`config.mk`:
```
export PLATFORM = sky130hd
export DESIGN_NAME = rfid_tag_notify_frame_parser
export DESIGN_NICKNAME = d
export VERILOG_FILES = /design/src/rtnp_pkg.sv /design/src/rtnp_front.sv /design/src/rtnp_fifo.sv /design/src/rtnp_back.sv /design/src/rfid_tag_notify_frame_parser.sv
export SDC_FILE = /design/constraint.sdc
export NUM_CORES = 1
export LEC_CHECK = 0
export BUFFER_PORTS_ARGS = -buffer_cell sky130_fd_sc_hd__buf_2
export CORE_UTILIZATION = 35
export DETAILED_ROUTE_END_ITERATION = 6
export SYNTH_ARGS = -nofsm -noshare
export SYNTH_HDL_FRONTEND = slang
export SYNTH_SLANG_ARGS = --single-unit
```
`constraint.sdc`:
```
create_clock -name clk -period 7.35 [get_ports clk]
set_input_delay 1.47 -clock clk [delete_from_list [all_inputs] [get_ports clk]]
set_output_delay 1.47 -clock clk [all_outputs]
set_load 0.01 [all_outputs]
```
`src/rtnp_pkg.sv`:
```
// Package for the tag-notify frame parser: byte codes, flag masks, the
// token carried from the framing front end to the section parser, and the
// result record. No dependencies.
`timescale 1ns / 1ps
`default_nettype none

package rtnp_pkg;

    localparam logic [7:0] START_BYTE     = 8'hBB;
    localparam logic [7:0] CMD_TAG_NOTIFY = 8'hE0;

    localparam logic [7:0] FLAG_DEVID = 8'h40;
    localparam logic [7:0] FLAG_EPC   = 8'h01;
    localparam logic [7:0] FLAG_TID   = 8'h02;
    localparam logic [7:0] FLAG_RSSI  = 8'h04;
    localparam logic [7:0] FLAG_USER  = 8'h08;

    localparam logic [7:0] DEVID_BYTES   = 8'd4;
    localparam logic [7:0] MAX_LEN_RESET = 8'd64;

    // Length byte plus the two CRC bytes fits in nine bits.
    localparam int FRAME_CNT_W = 9;

    localparam int FIFO_DEPTH_DEFAULT = 4;

    localparam logic [1:0] KIND_EPC  = 2'd0;
    localparam logic [1:0] KIND_TID  = 2'd1;
    localparam logic [1:0] KIND_RSSI = 2'd2;

    // One command or data byte of a frame; first marks the command byte.
    typedef struct packed {
        logic       first;
        logic [7:0] data;
    } token_t;

    typedef struct packed {
        logic [1:0]        kind;
        logic [7:0]        byte_value;
        logic signed [15:0] rssi;
        logic              last;
    } result_t;

endpackage

`default_nettype wire

```
`src/rtnp_front.sv`:
```
// Framing front end: start-byte hunt, length check against max_frame_len,
// frame byte count. Pushes command/data bytes as tokens. Uses rtnp_pkg.
`timescale 1ns / 1ps
`default_nettype none

module rtnp_front
    import rtnp_pkg::*;
(
    input  wire logic       clk,
    input  wire logic       rst_n,
    input  wire logic       cfg_valid,
    input  wire logic [7:0] cfg_data,
    input  wire logic       in_valid,
    input  wire logic [7:0] rx_byte,
    input  wire logic       queue_full,
    output logic            in_ready,
    output logic            push,
    output token_t          push_token
);

    localparam logic [1:0] ST_HUNT = 2'd0;
    localparam logic [1:0] ST_LEN  = 2'd1;
    localparam logic [1:0] ST_BODY = 2'd2;

    logic [1:0]             state_reg, state_next;
    logic [FRAME_CNT_W-1:0] left_reg, left_next;
    logic                   first_reg, first_next;
    logic [7:0]             max_len_reg;
    logic                   accept;
    logic                   in_data;

    assign in_ready = !queue_full;
    assign accept   = in_valid && in_ready;
    assign in_data  = left_reg > FRAME_CNT_W'(2);

    assign push            = accept && (state_reg == ST_BODY) && in_data;
    assign push_token.first = first_reg;
    assign push_token.data  = rx_byte;

    always_comb
    begin
        state_next = state_reg;
        left_next  = left_reg;
        first_next = first_reg;
        if (accept)
        begin
            case (state_reg)
                ST_HUNT:
                begin
                    if (rx_byte == START_BYTE)
                        state_next = ST_LEN;
                end
                ST_LEN:
                begin
                    // Drop an oversized frame, consuming its length byte.
                    if (rx_byte > max_len_reg)
                        state_next = ST_HUNT;
                    else
                    begin
                        left_next  = FRAME_CNT_W'(rx_byte) + FRAME_CNT_W'(2);
                        first_next = 1'b1;
                        state_next = ST_BODY;
                    end
                end
                ST_BODY:
                begin
                    left_next = left_reg - FRAME_CNT_W'(1);
                    if (in_data)
                        first_next = 1'b0;
                    if (left_reg == FRAME_CNT_W'(1))
                        state_next = ST_HUNT;
                end
                default:
                begin
                    state_next = ST_HUNT;
                end
            endcase
        end
    end

    always_ff @(posedge clk or negedge rst_n)
    begin
        if (!rst_n)
        begin
            state_reg   <= ST_HUNT;
            left_reg    <= '0;
            first_reg   <= 1'b0;
            max_len_reg <= MAX_LEN_RESET;
        end
        else
        begin
            state_reg <= state_next;
            left_reg  <= left_next;
            first_reg <= first_next;
            if (cfg_valid)
                max_len_reg <= cfg_data;
        end
    end

endmodule

`default_nettype wire

```
`src/rtnp_fifo.sv`:
```
// Short token queue between the framing front end and the section parser.
// Register array with wrap-around pointers. Uses rtnp_pkg.
`timescale 1ns / 1ps
`default_nettype none

module rtnp_fifo
    import rtnp_pkg::*;
#(
    parameter int DEPTH = FIFO_DEPTH_DEFAULT
)
(
    input  wire logic   clk,
    input  wire logic   rst_n,
    input  wire logic   push,
    input  wire token_t push_token,
    input  wire logic   pop,
    output logic        full,
    output logic        pop_valid,
    output token_t      pop_token
);

    localparam int AW = (DEPTH > 1) ? $clog2(DEPTH) : 1;
    localparam int CW = $clog2(DEPTH + 1);

    token_t          mem [DEPTH];
    logic [AW-1:0]   wr_ptr_reg, rd_ptr_reg;
    logic [CW-1:0]   count_reg;

    assign full      = count_reg == CW'(DEPTH);
    assign pop_valid = count_reg != '0;
    assign pop_token = mem[rd_ptr_reg];

    function automatic logic [AW-1:0] ptr_inc(input logic [AW-1:0] p);
        ptr_inc = (p == AW'(DEPTH - 1)) ? '0 : p + AW'(1);
    endfunction

    always_ff @(posedge clk)
    begin
        if (push)
            mem[wr_ptr_reg] <= push_token;
    end

    always_ff @(posedge clk or negedge rst_n)
    begin
        if (!rst_n)
        begin
            wr_ptr_reg <= '0;
            rd_ptr_reg <= '0;
            count_reg  <= '0;
        end
        else
        begin
            if (push)
                wr_ptr_reg <= ptr_inc(wr_ptr_reg);
            if (pop)
                rd_ptr_reg <= ptr_inc(rd_ptr_reg);
            if (push && !pop)
                count_reg <= count_reg + CW'(1);
            else if (pop && !push)
                count_reg <= count_reg - CW'(1);
        end
    end

endmodule

`default_nettype wire

```
`src/rtnp_back.sv`:
```
// Section parser: walks the tag-notify header flags over the queued bytes
// and registers EPC, TID and RSSI results. Uses rtnp_pkg.
`timescale 1ns / 1ps
`default_nettype none

module rtnp_back
    import rtnp_pkg::*;
(
    input  wire logic   clk,
    input  wire logic   rst_n,
    input  wire logic   tok_valid,
    input  wire token_t tok,
    output logic        tok_pop,
    input  wire logic   out_ready,
    output logic        out_valid,
    output result_t     result
);

    localparam logic [3:0] PH_FLAGS    = 4'd0;
    localparam logic [3:0] PH_DEVID    = 4'd1;
    localparam logic [3:0] PH_EPC_LEN  = 4'd2;
    localparam logic [3:0] PH_EPC_DATA = 4'd3;
    localparam logic [3:0] PH_TID_LEN  = 4'd4;
    localparam logic [3:0] PH_TID_DATA = 4'd5;
    localparam logic [3:0] PH_USR_LEN  = 4'd6;
    localparam logic [3:0] PH_USR_DATA = 4'd7;
    localparam logic [3:0] PH_RSSI_H   = 4'd8;
    localparam logic [3:0] PH_RSSI_L   = 4'd9;
    localparam logic [3:0] PH_SKIP     = 4'd10;

    logic [3:0] phase_reg, phase_next;
    logic [7:0] flags_reg, flags_next;
    logic [7:0] field_reg, field_next;
    logic [7:0] rssi_hi_reg, rssi_hi_next;
    logic       out_valid_reg, out_valid_next;
    result_t    result_reg, result_next;
    logic       produce;
    logic [7:0] field_dec;

    // First present section at or after s: 0 device ID, 1 EPC, 2 TID,
    // 3 user memory, 4 RSSI.
    function automatic logic [3:0] enter_section(input logic [7:0] fl,
                                                 input logic [2:0] s);
        if (s <= 3'd0 && (fl & FLAG_DEVID) != '0)
            enter_section = PH_DEVID;
        else if (s <= 3'd1 && (fl & FLAG_EPC) != '0)
            enter_section = PH_EPC_LEN;
        else if (s <= 3'd2 && (fl & FLAG_TID) != '0)
            enter_section = PH_TID_LEN;
        else if (s <= 3'd3 && (fl & FLAG_USER) != '0)
            enter_section = PH_USR_LEN;
        else if (s <= 3'd4 && (fl & FLAG_RSSI) != '0)
            enter_section = PH_RSSI_H;
        else
            enter_section = PH_SKIP;
    endfunction

    assign tok_pop   = tok_valid && (!out_valid_reg || out_ready);
    assign field_dec = field_reg - 8'd1;
    assign out_valid = out_valid_reg;
    assign result    = result_reg;

    always_comb
    begin
        phase_next   = phase_reg;
        flags_next   = flags_reg;
        field_next   = field_reg;
        rssi_hi_next = rssi_hi_reg;
        produce      = 1'b0;
        result_next  = result_reg;
        if (tok_pop)
        begin
            if (tok.first)
            begin
                phase_next = (tok.data == CMD_TAG_NOTIFY) ? PH_FLAGS : PH_SKIP;
            end
            else
            begin
                case (phase_reg)
                    PH_FLAGS:
                    begin
                        flags_next = tok.data;
                        phase_next = enter_section(tok.data, 3'd0);
                    end
                    PH_DEVID:
                    begin
                        field_next = field_dec;
                        if (field_dec == '0)
                            phase_next = enter_section(flags_reg, 3'd1);
                    end
                    PH_EPC_LEN, PH_TID_LEN, PH_USR_LEN:
                    begin
                        if (tok.data == '0)
                        begin
                            if (phase_reg == PH_EPC_LEN)
                                phase_next = enter_section(flags_reg, 3'd2);
                            else if (phase_reg == PH_TID_LEN)
                                phase_next = enter_section(flags_reg, 3'd3);
                            else
                                phase_next = enter_section(flags_reg, 3'd4);
                        end
                        else
                        begin
                            field_next = tok.data;
                            phase_next = phase_reg + 4'd1;
                        end
                    end
                    PH_EPC_DATA, PH_TID_DATA:
                    begin
                        field_next             = field_dec;
                        produce                = 1'b1;
                        result_next.kind       = (phase_reg == PH_EPC_DATA) ? KIND_EPC
                                                                            : KIND_TID;
                        result_next.byte_value = tok.data;
                        result_next.rssi       = '0;
                        result_next.last       = field_dec == '0;
                        if (field_dec == '0)
                            phase_next = enter_section(flags_reg,
                                (phase_reg == PH_EPC_DATA) ? 3'd2 : 3'd3);
                    end
                    PH_USR_DATA:
                    begin
                        field_next = field_dec;
                        if (field_dec == '0)
                            phase_next = enter_section(flags_reg, 3'd4);
                    end
                    PH_RSSI_H:
                    begin
                        rssi_hi_next = tok.data;
                        phase_next   = PH_RSSI_L;
                    end
                    PH_RSSI_L:
                    begin
                        produce                = 1'b1;
                        result_next.kind       = KIND_RSSI;
                        result_next.byte_value = '0;
                        result_next.rssi       = {rssi_hi_reg, tok.data};
                        result_next.last       = 1'b0;
                        phase_next             = PH_SKIP;
                    end
                    default:
                    begin
                        phase_next = PH_SKIP;
                    end
                endcase
            end
        end
        // Device ID count is loaded on entry to its section.
        if (phase_next == PH_DEVID && phase_reg != PH_DEVID)
            field_next = DEVID_BYTES;
        if (produce)
            out_valid_next = 1'b1;
        else if (out_ready)
            out_valid_next = 1'b0;
        else
            out_valid_next = out_valid_reg;
    end

    always_ff @(posedge clk)
    begin
        result_reg <= result_next;
    end

    always_ff @(posedge clk or negedge rst_n)
    begin
        if (!rst_n)
        begin
            phase_reg     <= PH_SKIP;
            flags_reg     <= '0;
            field_reg     <= '0;
            rssi_hi_reg   <= '0;
            out_valid_reg <= 1'b0;
        end
        else
        begin
            phase_reg     <= phase_next;
            flags_reg     <= flags_next;
            field_reg     <= field_next;
            rssi_hi_reg   <= rssi_hi_next;
            out_valid_reg <= out_valid_next;
        end
    end

endmodule

`default_nettype wire

```
`src/rfid_tag_notify_frame_parser.sv`:
```
// Tag-notify frame parser top level: front end, token queue, section parser.
// Depends on rtnp_pkg, rtnp_front, rtnp_fifo, rtnp_back.
// Throughput: one rx_byte transaction per cycle while out_ready holds; a stalled
// output fills the FIFO_DEPTH-entry queue, then in_ready drops.
// Path: each data byte is written into the token queue; once popped, its result is registered in the output register.
// Reset: async active-low rst_n; hunt, queue empty, no result, max_frame_len 64.
`timescale 1ns / 1ps
`default_nettype none

module rfid_tag_notify_frame_parser
    import rtnp_pkg::*;
#(
    parameter int FIFO_DEPTH = FIFO_DEPTH_DEFAULT
)
(
    input  wire logic        clk,
    input  wire logic        rst_n,
    // Configuration write channel: max_frame_len
    input  wire logic        cfg_valid,
    output logic             cfg_ready,
    input  wire logic [7:0]  max_frame_len,
    // Received byte stream
    input  wire logic        in_valid,
    output logic             in_ready,
    input  wire logic [7:0]  rx_byte,
    // Results
    output logic             out_valid,
    input  wire logic        out_ready,
    output logic [1:0]       kind,
    output logic [7:0]       byte_value,
    output logic signed [15:0] rssi_centi_dbm,
    output logic             last
);

    token_t  push_token;
    token_t  pop_token;
    result_t result;
    logic    push;
    logic    pop;
    logic    queue_full;
    logic    pop_valid;

    // The register is always writable; the user must write it only while idle, which the block does not enforce.
    assign cfg_ready = 1'b1;

    // Front end: frame the stream and queue each command/data byte.
    // CRC bytes and bytes outside a frame are consumed here and never queued.
    rtnp_front u_front (
        .clk        (clk),
        .rst_n      (rst_n),
        .cfg_valid  (cfg_valid),
        .cfg_data   (max_frame_len),
        .in_valid   (in_valid),
        .rx_byte    (rx_byte),
        .queue_full (queue_full),
        .in_ready   (in_ready),
        .push       (push),
        .push_token (push_token)
    );

    // Decouple the two sides so an output stall does not block framing
    // until the queue fills.
    rtnp_fifo #(
        .DEPTH (FIFO_DEPTH)
    ) u_fifo (
        .clk        (clk),
        .rst_n      (rst_n),
        .push       (push),
        .push_token (push_token),
        .pop        (pop),
        .full       (queue_full),
        .pop_valid  (pop_valid),
        .pop_token  (pop_token)
    );

    // Back end: walk header flag sections, register EPC, TID and RSSI results.
    rtnp_back u_back (
        .clk       (clk),
        .rst_n     (rst_n),
        .tok_valid (pop_valid),
        .tok       (pop_token),
        .tok_pop   (pop),
        .out_ready (out_ready),
        .out_valid (out_valid),
        .result    (result)
    );

    assign kind           = result.kind;
    assign byte_value     = result.byte_value;
    assign rssi_centi_dbm = result.rssi;
    assign last           = result.last;

endmodule

`default_nettype wire

```
==> impl_metrics.yaml <==
status:
  status: "completed"
worst_setup_path:
  worstSetupEndpointType: "flop"
  cp_slowest_cell: "o211ai_1"
  worst-setup-path-type: "reg2reg"
  crit_fanout: 16
  start_kind: "flop"
  cp.required_ns: 7.64
  cpPeakStageDelay_ns: 0.99
  crit_chain: "mux4_1 > nor3_2 > nand3_2 > o211ai_1 > o21ba_2 > o221a_4"
  worstPathArrival_ns: 3.93
timing:
  period_needed_ns: 3.64
  period_share_pct: 49.5
  fmax_mhz: 275
  worst_pin_slew_ns: 1.27
  tns_ns: 0
  hold_viol: 0
  fin_skew_ns: 0.0131
  maxSlewViolCount: 0
  rsz0062_at_grt: "no"
  relSlewSlack_pct: 15.5
  setup_violations: 0
yosys:
  ys_seq_elements: 115
  netlist.top_cell.by_area: "edfxtp_1"
  syn_area_um2: 6090
  yosys_warnings: 0
  netlist_instances: 531
  synthTopCellsByArea: "edfxtp_1 31%, dfrtp_1 20%, ha_1 5.5%"
  yosys.area.top_type_share_pct: 31.1
  synth-async-reset-ratio_pct: 45.2
  ys_seq_area_share_pct: 52.5
  avgSynthCellArea_um2: 11.5
  ys.flop_type: "edfxtp_1"
  synth_fp_nets: 580
  synth_cell_types: 74
  synth_edf_count: 63
detailed_routing:
  dr.pass1.iters: 5
  wire_per_inst_um: 16.1
  postRouteAntennaNets: 0
  route.detailed.drc: 0
  drtIter0Drc: 245
  routed-via-count: 4256
  vias_per_cell: 5.25
  wirelength_um: 13100
clock_tree:
  clk_pin_slew_ns: 0.05
  post_cts_buffers: 0
  clk_path_buf_depth: 2
  cts_buffers: 17
  cts_hold_buf: 0
  htreeDepth: 4
  cts_root_buf: "clkbuf_16"
  cts_tree: "yes"
  insertion_delay_ns: 0.41
  ctsResizeCount: 0
  clock-sinks: 115
global_routing:
  grt_start_max_net_pins: 53
  grt_pass1_vias: 4281
  grtUsageTotal_pct: 15.6
  grt_pass1_wl_um: 21900
  antenna_found_initial: 0
  overflow: 0
finish:
  antenna_cells: 0
  mostFrequentLayoutCell: "edfxtp_1"
  layout_common_cells: "63 x edfxtp_1, 49 x buf_2, 49 x dfrtp_1"
  areaGrowthSynthToFinish_pct: 16.7
  final_nets: 627
  largest_register_ffs: 36
  multi_input_comb_area_um2: 2690
  drive_above_1_share_pct: 21.0
  fin_area_um2: 7110
  seq_area_um2: 3200
  fill_cells: 1559
floorplanning:
  rows: 47
  dieArea_um2: 17900
  start_util_pct: 36.3
  core_um2: 16800
  io_pins: 51
  die_h_um: 134
  die_x_um: 134
place:
  place_area_um2: 6520
  place.detailed.hpwl_um: 9140
  io_buffers: 49
  gp_congestion: 0.917
worst_hold_path:
  holdCritPathClass: "reg2reg"
power:
  max-vdd-ir-drop_uv: 169
  p_per_area_nw_per_um2: 341
  leakage_nw: 2.93
job:
  maxCapViolations: 0
critical path, delay by kind of cell (launching register included):
| kind | cells | cell delay, ns |
|---|---|---|
| AND/OR/NAND/NOR | 2 | 0.43 |
| flip-flops | 1 | 0.75 |
| AO/OA/AOI/OAI | 3 | 1.49 |
| multiplexers | 1 | 0.84 |
routing by layer:
layer	vias up	wire length, µm	global-route usage, %
met5	-	0	0
met4	0	199	4.92
met3	19	656	3.89
met2	137	6260	25.6
met1	2043	5970	20.2
li1	2057	-	-
metrics by stage:
stage / std cells / setup WS (ns) / utilization [%] / total power, mW / hold slack [ns]
3_3_place_gp: 779 / 3.61 / 38.9 / 1.59 / 0.481
5_1_grt: 811 / 3.34 / 42.4 / 2.57 / 0.521
4_1_cts: 811 / 3.68 / 42.4 / 2.44 / 0.493
6_report: 811 / 3.71 / 42.4 / 2.42 / 0.493
3_5_place_dp: 779 / 3.56 / 38.9 / 1.61 / 0.483
2_1_floorplan: 531 / 3.79 / - / 1.42 / 0.464
cell usage after synthesis (all sizes together) (10+ instances only):
cell / n
nand2: 31
o21ai: 27
nand3: 17
nor3: 11
nor2b: 13
clkbuf: 18
nand2b: 10
mux4: 10
ha: 27
and2: 25
mux2: 14
dfrtp: 49
a21oi: 19
inv: 27
edfxtp: 63
nor2: 46
power breakdown:
part	internal, mW	switching, mW
logic	0.293	0.391
registers	0.798	0.120
clock network	0.539	0.280
kinds of logic (layout without fill, tap and decap cells):
group / after synthesis / count (layout) / share of synthesized area (%)
and+or+nand+nor: 189 / 189 / 17.0
DFF: 115 / 115 / 52.5
AOI/OAI and AO/OA: 108 / 108 / 12.3
buffers and inverters: 50 / 110 / 3.43
adders and majority gates: 28 / 28 / 5.88
muxes: 27 / 27 / 6.97
xor gates and xnor gates: 13 / 13 / 1.87
other: 1 / 1 / 0.0616
final timing paths:
| path | start | to | slack (ns) | cells past startpoint |
|---|---|---|---|---|
| max in group asynchronous | rst_n | u_front.max_len_reg[4]$_DFFE_PN0P_ | 5.68 | 2 |
| setup / recovery | u_fifo.rd_ptr_reg[0]$_DFFE_PN0P_ | u_back.field_reg[5]$_DFFE_PN0P_ | 3.71 | 6 |
| min in group asynchronous | rst_n | u_back.flags_reg[1]$_DFFE_PN0P_ | 1.19 | 2 |
| setup reg to reg | u_fifo.rd_ptr_reg[0]$_DFFE_PN0P_ | u_back.field_reg[5]$_DFFE_PN0P_ | 3.71 | 6 |
| hold reg to reg | u_fifo.count_reg[2]$_DFFE_PN0P_ | u_fifo.count_reg[2]$_DFFE_PN0P_ | 0.49 | 1 |
| hold / removal | u_fifo.count_reg[2]$_DFFE_PN0P_ | u_fifo.count_reg[2]$_DFFE_PN0P_ | 0.49 | 1 |
layout make-up:
cell class / instances / area share, %
Multi-Input combinational cell: 366 / 37.8
Sequential cell: 115 / 45.0
Clock inverter: 10 / 1.88
Tap cell: 220 / 3.87
Inverter: 27 / 1.43
Timing Repair Buffer: 51 / 3.66
Clock buffer: 22 / 6.39
No activity file was read; power rests on OpenSTA's default activity.
